==> config.mk <==
export PLATFORM = sky130hd
export DESIGN_NAME = circular_deque_core_flat
export DESIGN_NICKNAME = d
export VERILOG_FILES = /design/src/hdl/cdq_pkg.sv /design/src/hdl/cdq_if.sv /design/src/hdl/cdq_ctrl.sv /design/src/hdl/cdq_datapath.sv /design/src/hdl/circular_deque_core.sv /design/src/flat_wrapper.sv
export SDC_FILE = /design/constraint.sdc
export NUM_CORES = 1
export LEC_CHECK = 0
export ABC_CLOCK_PERIOD_IN_PS = 6600
export BUFFER_PORTS_ARGS = -buffer_cell sky130_fd_sc_hd__buf_2
export CAP_MARGIN = 20
export CORE_ASPECT_RATIO = 1.5
export CORE_MARGIN = 3
export CORE_UTILIZATION = 45
export CTS_CLUSTER_SIZE = 30
export DETAILED_ROUTE_END_ITERATION = 7
export GPL_TIMING_DRIVEN = 0
export PLACE_DENSITY = 0.68
export SETUP_SLACK_MARGIN = 0.02
export SYNTH_ARGS = -nofsm -noshare
export SYNTH_HDL_FRONTEND = slang
export SYNTH_SLANG_ARGS = --single-unit
==> constraint.sdc <==
create_clock -name clock -period 6.6 [get_ports clock]
set_input_delay 0.99 -clock clock [delete_from_list [all_inputs] [get_ports clock]]
set_output_delay 0.99 -clock clock [all_outputs]
set_load 0.02 [all_outputs]
==> src/hdl/cdq_pkg.sv <==
`default_nettype none

package cdq_pkg;

   // Request kinds; codes above KIND_QUERY act as a query
   localparam logic [2:0] KIND_PUSH_FRONT = 3'd0;
   localparam logic [2:0] KIND_PUSH_BACK  = 3'd1;
   localparam logic [2:0] KIND_POP_FRONT  = 3'd2;
   localparam logic [2:0] KIND_POP_BACK   = 3'd3;
   localparam logic [2:0] KIND_QUERY      = 3'd4;

   // Result status codes
   localparam logic [1:0] STATUS_DONE       = 2'd0;
   localparam logic [1:0] STATUS_FULL_REJ   = 2'd1;
   localparam logic [1:0] STATUS_EMPTY_REJ  = 2'd2;

   // Word reported for "nothing there"
   localparam logic signed [31:0] WORD_NONE = -32'sd1;

   typedef enum logic [1:0] {
      ST_IDLE,
      ST_UPDATE,
      ST_FETCH,
      ST_RESP
   } state_type;

   // Commands from the controller to the datapath
   typedef struct packed {
      logic capture;
      logic execute;
   } cmd_type;

endpackage

`default_nettype wire

==> src/hdl/cdq_if.sv <==
`default_nettype none

interface cdq_req_if;
   logic               valid;
   logic               ready;
   logic [2:0]         kind;
   logic signed [31:0] value;

   modport source (output valid, output kind, output value, input ready);
   modport sink   (input valid, input kind, input value, output ready);
endinterface

interface cdq_rsp_if;
   logic               valid;
   logic               ready;
   logic [1:0]         status;
   logic signed [31:0] popped_value;
   logic signed [31:0] front_value;
   logic signed [31:0] rear_value;
   logic               is_empty;
   logic               is_full;
   logic [4:0]         occupancy;

   modport source (output valid, output status, output popped_value, output front_value,
                   output rear_value, output is_empty, output is_full, output occupancy,
                   input ready);
   modport sink   (input valid, input status, input popped_value, input front_value,
                   input rear_value, input is_empty, input is_full, input occupancy,
                   output ready);
endinterface

`default_nettype wire

==> src/hdl/cdq_ctrl.sv <==
`default_nettype none

module cdq_ctrl (
   input  wire logic           clock,
   input  wire logic           reset,
   input  wire logic           req_valid,
   output logic                req_ready,
   output logic                rsp_valid,
   input  wire logic           rsp_ready,
   output cdq_pkg::cmd_type    cmd
);

   cdq_pkg::state_type state_ff;
   cdq_pkg::state_type state_in;

   // Next state
   always_comb begin
      state_in = state_ff;
      unique case (state_ff)
         cdq_pkg::ST_IDLE: begin
            if (req_valid) state_in = cdq_pkg::ST_UPDATE;
         end
         cdq_pkg::ST_UPDATE: state_in = cdq_pkg::ST_FETCH;
         cdq_pkg::ST_FETCH:  state_in = cdq_pkg::ST_RESP;
         cdq_pkg::ST_RESP: begin
            if (rsp_ready) state_in = cdq_pkg::ST_IDLE;
         end
         default: state_in = cdq_pkg::ST_IDLE;
      endcase
   end

   // Outputs
   always_comb begin
      req_ready   = 1'b0;
      rsp_valid   = 1'b0;
      cmd.capture = 1'b0;
      cmd.execute = 1'b0;
      unique case (state_ff)
         cdq_pkg::ST_IDLE: begin
            req_ready   = 1'b1;
            cmd.capture = req_valid;
         end
         cdq_pkg::ST_UPDATE: cmd.execute = 1'b1;
         cdq_pkg::ST_FETCH:  ;
         cdq_pkg::ST_RESP:   rsp_valid = 1'b1;
         default: ;
      endcase
   end

   always_ff @(posedge clock) begin
      if (reset) begin
         state_ff <= cdq_pkg::ST_IDLE;
      end else begin
         state_ff <= state_in;
      end
   end

endmodule

`default_nettype wire

==> src/hdl/cdq_datapath.sv <==
`default_nettype none

module cdq_datapath #(
   parameter int DEPTH = 16
) (
   input  wire logic               clock,
   input  wire logic               reset,
   input  wire cdq_pkg::cmd_type   cmd,
   input  wire logic [2:0]         req_kind,
   input  wire logic signed [31:0] req_value,
   output logic [1:0]              rsp_status,
   output logic signed [31:0]      rsp_popped_value,
   output logic signed [31:0]      rsp_front_value,
   output logic signed [31:0]      rsp_rear_value,
   output logic                    rsp_is_empty,
   output logic                    rsp_is_full,
   output logic [4:0]              rsp_occupancy
);

   localparam int IdxW = $clog2(DEPTH);
   localparam int CntW = $clog2(DEPTH + 1);

   logic [2:0]         kind_ff;
   logic signed [31:0] value_ff;
   logic [IdxW-1:0]    head_ff, head_in;
   logic [IdxW-1:0]    tail_ff, tail_in;
   logic [CntW-1:0]    count_ff, count_in;
   logic [1:0]         status_ff, status_in;
   logic signed [31:0] popped_ff, popped_in;
   logic signed [31:0] rd_head_ff;
   logic signed [31:0] rd_tail_ff;
   logic signed [31:0] store_ff [DEPTH];

   logic               wr_en;
   logic [IdxW-1:0]    wr_addr;
   logic               is_push, is_pop, empty, full;
   logic [IdxW-1:0]    head_down, tail_up;
   logic [CntW+4:0]    occ_ext;

   assign is_push   = (kind_ff == cdq_pkg::KIND_PUSH_FRONT) ||
                      (kind_ff == cdq_pkg::KIND_PUSH_BACK);
   assign is_pop    = (kind_ff == cdq_pkg::KIND_POP_FRONT) ||
                      (kind_ff == cdq_pkg::KIND_POP_BACK);
   assign empty     = (count_ff == '0);
   assign full      = (count_ff == CntW'(DEPTH));
   assign head_down = (head_ff == '0) ? IdxW'(DEPTH - 1) : head_ff - IdxW'(1);
   assign tail_up   = (tail_ff >= IdxW'(DEPTH - 1)) ? '0 : tail_ff + IdxW'(1);

   // Apply one request to indices and count; pick the store write
   always_comb begin
      head_in   = head_ff;
      tail_in   = tail_ff;
      count_in  = count_ff;
      status_in = status_ff;
      popped_in = popped_ff;
      wr_en     = 1'b0;
      wr_addr   = head_ff;
      if (cmd.execute) begin
         status_in = cdq_pkg::STATUS_DONE;
         popped_in = cdq_pkg::WORD_NONE;
         if (is_push) begin
            if (full) begin
               status_in = cdq_pkg::STATUS_FULL_REJ;
            end else begin
               wr_en    = 1'b1;
               count_in = count_ff + CntW'(1);
               if (empty) begin
                  head_in = '0;
                  tail_in = '0;
                  wr_addr = '0;
               end else if (kind_ff == cdq_pkg::KIND_PUSH_FRONT) begin
                  head_in = head_down;
                  wr_addr = head_down;
               end else begin
                  tail_in = tail_up;
                  wr_addr = tail_up;
               end
            end
         end else if (is_pop) begin
            if (empty) begin
               status_in = cdq_pkg::STATUS_EMPTY_REJ;
            end else begin
               popped_in = (kind_ff == cdq_pkg::KIND_POP_FRONT) ? rd_head_ff : rd_tail_ff;
               count_in  = count_ff - CntW'(1);
               if (count_ff == CntW'(1)) begin
                  head_in = '0;
                  tail_in = '0;
               end else if (kind_ff == cdq_pkg::KIND_POP_FRONT) begin
                  head_in = (head_ff >= IdxW'(DEPTH - 1)) ? '0 : head_ff + IdxW'(1);
               end else begin
                  tail_in = (tail_ff == '0) ? IdxW'(DEPTH - 1) : tail_ff - IdxW'(1);
               end
            end
         end
      end
   end

   // Hold the request while it is worked on
   always_ff @(posedge clock) begin
      if (cmd.capture) begin
         kind_ff  <= req_kind;
         value_ff <= req_value;
      end
   end

   always_ff @(posedge clock) begin
      if (reset) begin
         head_ff  <= '0;
         tail_ff  <= '0;
         count_ff <= '0;
      end else begin
         head_ff  <= head_in;
         tail_ff  <= tail_in;
         count_ff <= count_in;
      end
   end

   always_ff @(posedge clock) begin
      status_ff <= status_in;
      popped_ff <= popped_in;
   end

   // Word store: one write port, registered reads at the two ends
   always_ff @(posedge clock) begin
      if (wr_en) begin
         store_ff[wr_addr] <= value_ff;
      end
      rd_head_ff <= store_ff[head_ff];
      rd_tail_ff <= store_ff[tail_ff];
   end

   assign occ_ext          = {5'b0, count_ff};
   assign rsp_status       = status_ff;
   assign rsp_popped_value = popped_ff;
   assign rsp_front_value  = empty ? cdq_pkg::WORD_NONE : rd_head_ff;
   assign rsp_rear_value   = empty ? cdq_pkg::WORD_NONE : rd_tail_ff;
   assign rsp_is_empty     = empty;
   assign rsp_is_full      = full;
   assign rsp_occupancy    = occ_ext[4:0];

endmodule

`default_nettype wire

==> src/hdl/circular_deque_core.sv <==
// A result is valid in ST_RESP, after the ST_UPDATE and ST_FETCH states (update, end read).
// Items are taken one at a time; the registered read of the word store
//   is taken twice per item, once for the popped word and once for the new ends.
// A stalled result holds the block; the next item is taken after the result is taken.
// Reset (synchronous, active high) empties the queue and clears the indices;
//   the word store is not cleared and needs no clearing pass.
`default_nettype none

module circular_deque_core #(
   parameter int DEPTH = 16
) (
   input  wire logic  clock,
   input  wire logic  reset,
   cdq_req_if.sink    req_port,
   cdq_rsp_if.source  rsp_port
);

   cdq_pkg::cmd_type cmd;

   cdq_ctrl u_ctrl (
      .clock     (clock),
      .reset     (reset),
      .req_valid (req_port.valid),
      .req_ready (req_port.ready),
      .rsp_valid (rsp_port.valid),
      .rsp_ready (rsp_port.ready),
      .cmd       (cmd)
   );

   cdq_datapath #(
      .DEPTH (DEPTH)
   ) u_datapath (
      .clock            (clock),
      .reset            (reset),
      .cmd              (cmd),
      .req_kind         (req_port.kind),
      .req_value        (req_port.value),
      .rsp_status       (rsp_port.status),
      .rsp_popped_value (rsp_port.popped_value),
      .rsp_front_value  (rsp_port.front_value),
      .rsp_rear_value   (rsp_port.rear_value),
      .rsp_is_empty     (rsp_port.is_empty),
      .rsp_is_full      (rsp_port.is_full),
      .rsp_occupancy    (rsp_port.occupancy)
   );

endmodule

`default_nettype wire

==> src/flat_wrapper.sv <==
// flat-port wrapper written by rule: the top's interface ports become plain ports
module circular_deque_core_flat 
#(
   parameter int DEPTH = 16
)
  (clock, reset, req_port_valid, req_port_kind, req_port_value, req_port_ready, rsp_port_valid, rsp_port_status, rsp_port_popped_value, rsp_port_front_value, rsp_port_rear_value, rsp_port_is_empty, rsp_port_is_full, rsp_port_occupancy, rsp_port_ready);
  cdq_req_if req_port_i ();
  cdq_rsp_if rsp_port_i ();
  input  wire logic clock;
  input  wire logic reset;
  input wire logic [$bits(req_port_i.valid)-1:0] req_port_valid;
  input wire logic [$bits(req_port_i.kind)-1:0] req_port_kind;
  input wire logic [$bits(req_port_i.value)-1:0] req_port_value;
  output wire logic [$bits(req_port_i.ready)-1:0] req_port_ready;
  output wire logic [$bits(rsp_port_i.valid)-1:0] rsp_port_valid;
  output wire logic [$bits(rsp_port_i.status)-1:0] rsp_port_status;
  output wire logic [$bits(rsp_port_i.popped_value)-1:0] rsp_port_popped_value;
  output wire logic [$bits(rsp_port_i.front_value)-1:0] rsp_port_front_value;
  output wire logic [$bits(rsp_port_i.rear_value)-1:0] rsp_port_rear_value;
  output wire logic [$bits(rsp_port_i.is_empty)-1:0] rsp_port_is_empty;
  output wire logic [$bits(rsp_port_i.is_full)-1:0] rsp_port_is_full;
  output wire logic [$bits(rsp_port_i.occupancy)-1:0] rsp_port_occupancy;
  input wire logic [$bits(rsp_port_i.ready)-1:0] rsp_port_ready;
  assign req_port_i.valid = req_port_valid;
  assign req_port_i.kind = req_port_kind;
  assign req_port_i.value = req_port_value;
  assign req_port_ready = req_port_i.ready;
  assign rsp_port_valid = rsp_port_i.valid;
  assign rsp_port_status = rsp_port_i.status;
  assign rsp_port_popped_value = rsp_port_i.popped_value;
  assign rsp_port_front_value = rsp_port_i.front_value;
  assign rsp_port_rear_value = rsp_port_i.rear_value;
  assign rsp_port_is_empty = rsp_port_i.is_empty;
  assign rsp_port_is_full = rsp_port_i.is_full;
  assign rsp_port_occupancy = rsp_port_i.occupancy;
  assign rsp_port_i.ready = rsp_port_ready;
  circular_deque_core #(.DEPTH(DEPTH)) u_core (.clock(clock), .reset(reset), .req_port(req_port_i), .rsp_port(rsp_port_i));
endmodule
==> flow_metrics.tcl <==
set metrics [dict create \
    avgViaCountPerCell 6.31 \
    clk-insertion-delay-late_ns 0.65 \
    critPathKind "flip-flop to flip-flop" \
    cts_tree "yes" \
    route.detailed.wl_per_inst_um 31.0 \
    postSynthCellCount 1613 \
    reg2reg_depth 12 \
    clkSlewWorstSetupHoldPaths_ns 0.06 \
    synth_flop_type "edfxtp_1" \
    synth.distinct_cells 71 \
    antenna_left 0 \
    fmax_mhz 201 \
    initial_antenna_violation_count 1 \
    drt-initial-drc-count 1976 \
    worst_slack_ns 1.63 \
    cp_slowest_stage_delay_ns 0.89 \
    post-route-cell-area_um2 34100 \
    timing.max_cap.violations 0 \
    syn_nets 1664 \
    final_max_slew_viol_count 0 \
    utilization_pct 53.4 \
    critical-path-slowest-cell "nor4b_2" \
    critical_path_peak_fanout 10 \
    cp-start-kind "flip-flop" \
    worst_hold_slack_ns 0.516 \
    count_of_port_buffers_added_during_placement 145 \
    dr_total_vias 17700 \
    area_growth_from_synthesis_to_layout_pct 16.5 \
    setup.worst_path.start "u_core.u_datapath.tail_ff[1]" \
    route.detailed.drc 0 \
    power.ir.vdd_worst_mv 0.220 \
    finalClockSkew_ns 0.0342 \
    insertedDiodeCount 0 \
    cts_hold_buffers 0 \
    setup_violations 0 \
    crit_path_cell_trace "buf_2, buf_2, clkinv_1, clkbuf_1, ha_1, nor3b_1, o21ai_1, nor4b_2, buf_6, buf_4, buf_4, buf_4" \
    dp_hpwl_mm 61.6 \
    timing.reg2reg.setup_slack_ns 1.63 \
    largest_net_degree_at_the_start_of_global_routing 31 \
    number_of_global_route_vias_before_repair 18400 \
    total_power_w 0.0132 \
    fp.dieW_um 214 \
    wire_length_of_the_first_global_routing_pass_mm 126 \
    ctsLongestPathBuffers 3 \
    timing.hold.worst.class "input pin to flip-flop" \
    totalWireLength_mm 87.1 \
    place_worst_setup_slack_ns 1.76 \
    cellLeakagePower_nw 10.7 \
    design.final.nets 1949 \
    die_y_um 319 \
    post_synth_arst_share_pct 0 \
    cts_repair_resize_count 0 \
    tightest_slew_ns 1.05 \
    clock_sink_count 660 \
    coreArea_um2 63900 \
    cts_inserted_buffers 61 \
    starting_density_of_the_core_pct 45.8 \
    placement_rows 113 \
    final_worst_path_period_need_ns 4.97 \
    clock-root-buffer "clkbuf_16" \
    ys_seq_elements 660 \
    yosysSeqAreaShare_pct 64.9 \
    commonest_non_fill_non_tap_cell_in_the_layout "edfxtp_1" \
    finalCritPeriodShare_pct 75.3 \
    fp.dieArea_um2 68300 \
    timing_hold_violations_final 0 \
    cp_data_required_time_ns 6.94 \
    post_synth_instance_area_um2 29300 \
    cell_mode_on_critical_path "buf_4" \
    io_pins 146 \
    post_synth.cell_area_avg_um2 18.2 \
    setup_repair_after_global_routing_missed_its_margin "false" \
    run_status "complete, no violations" \
    clock_tree.htree_level_count 2 \
    critPathCaptureType "flip-flop" \
    setup.worst_path.end "u_core.u_datapath.store_ff[2][15]" \
    reg2reg_from "u_core.u_datapath.tail_ff[1]" \
    placement.cell_area_um2 32000 \
    global_route.usage.total_pct 25.3 \
    reg2reg_to "u_core.u_datapath.store_ff[2][15]" \
    routabilityCongestion 0.865 \
    mostFrequentLayoutCells "edfxtp_1, mux4_2, buf_2" \
    post_cts_buffers 0 \
    hold_path_depth 1 \
    number_of_flops_mapped_to_enable_cells_by_yosys 581 \
    firstDrtPassIters 5 \
    final_layout_size_suffix_gt1_share_pct 34.3 \
    yosysWarningCount 0 \
    slew_headroom_pct 29.8 \
    grt.overflow.total 0 \
    power.density_nw_per_um2 387 \
    critPathArrivalTime_ns 5.30 \
]
## critical path, delay by kind of cell, from the launching register on
kind,cells,cell delay (ns)
flip-flops,1,0.37
adder cells (fa/ha/maj),1,0.56
AO/OA/AOI/OAI,1,0.20
AND/OR/NAND/NOR,2,1.11
buffers and inverters,8,2.39
## area by class of cell
cell class	instances	area [µm²]
clock inverters	29	408
inverters	13	61.3
well taps	862	1080
multi-input cells	811	9710
repair buffers	222	1520
flip-flops and latches	660	19000
fillers	5095	29800
clock buffers	84	1730
plain buffers	129	602
## per-layer routing
layer	vias to the layer above	part of all wire (%)	GRT usage (%)
li1	7237	-	-
met1	9180	34	29.6
met2	1100	53	45.8
met3	207	8.8	4.59
met4	0	4.4	10.8
met5	-	0	0
## synthesized netlist by cell type (3+ instances only)
cell / number / share of area (%)
nor3b_1: 9 / 0.23
a21oi_1: 44 / 0.75
ha_1: 12 / 0.51
buf_6: 3 / 0.12
nand3_1: 3 / 0.051
o21ai_0: 5 / 0.085
buf_4: 11 / 0.28
dfxtp_1: 79 / 5.4
and2_1: 35 / 0.75
clkbuf_1: 66 / 0.85
nor3_1: 12 / 0.20
a211oi_1: 69 / 1.8
and3_1: 4 / 0.085
inv_1: 11 / 0.14
edfxtp_1: 581 / 60
a221o_1: 32 / 1.1
nor4b_1: 3 / 0.090
xnor2_1: 5 / 0.15
a31oi_1: 35 / 0.75
mux2i_1: 35 / 1.2
or3b_1: 4 / 0.12
nand2b_1: 72 / 1.5
nor2_1: 13 / 0.17
o21ai_1: 3 / 0.051
mux4_2: 256 / 20
nor2b_1: 34 / 0.73
nand2_1: 74 / 0.95
buf_2: 41 / 0.70
or3_1: 3 / 0.064
buf_1: 6 / 0.077
a311oi_1: 4 / 0.12
## sequential cells by signal, summed over array words and instances, names as in the netlist, 3 cells and up
signal                              cells
u_core.u_datapath.rd_head_ff           32
u_core.u_datapath.rsp_occupancy         5
u_core.u_datapath.store_ff            512
u_core.u_datapath.rsp_popped_value     32
u_core.u_datapath.head_ff               4
u_core.u_datapath.tail_ff               4
u_core.u_datapath.rd_tail_ff           32
u_core.u_datapath.value_ff             32
u_core.u_datapath.kind_ff               3
## stage by stage
stage	cells	TNS, ns
global route	2810	0
global placement	2620	-1761.49
floorplan	1613	0
detailed placement	2697	0
finish	2810	0
CTS	2810	0
## how the worst min path moves through the flow
| stage | slack (ns) | endpoint | from |
|---|---|---|---|
| after floorplan | 0.51 | u_core.u_ctrl.state_ff[0] | u_core.u_ctrl.state_ff[0] |
| after global placement | 0.50 | u_core.u_datapath.rsp_occupancy[1] | u_core.u_datapath.rsp_occupancy[1] |
| after detailed placement | 0.53 | u_core.u_datapath.rsp_popped_value[29] | u_core.u_datapath.rd_head_ff[29] |
| after CTS | 0.49 | u_core.u_datapath.value_ff[0] | req_port_value[0] |
| after global routing | 0.51 | u_core.u_datapath.value_ff[17] | req_port_value[17] |
| final | 0.52 | u_core.u_datapath.value_ff[29] | req_port_value[29] |
## kinds of logic (layout without fill, tap and decap cells)
group	after synthesis	after routing	synth area share, %
AOI/OAI and AO/OA	219	219	5.64
xor gates and xnor gates	6	6	0.179
adders and majority gates	12	12	0.512
buffers and inverters	142	477	2.26
DFF	660	660	64.9
muxes	291	291	20.9
and+or+nand+nor	283	283	5.59
## where the power goes
part,switching (W),internal (W),leakage [nW]
clock network,0.00156,0.00222,1.03
registers,0.000382,0.00515,5.84
logic,0.00245,0.00144,3.78
Power figures use the tool's default switching activity.
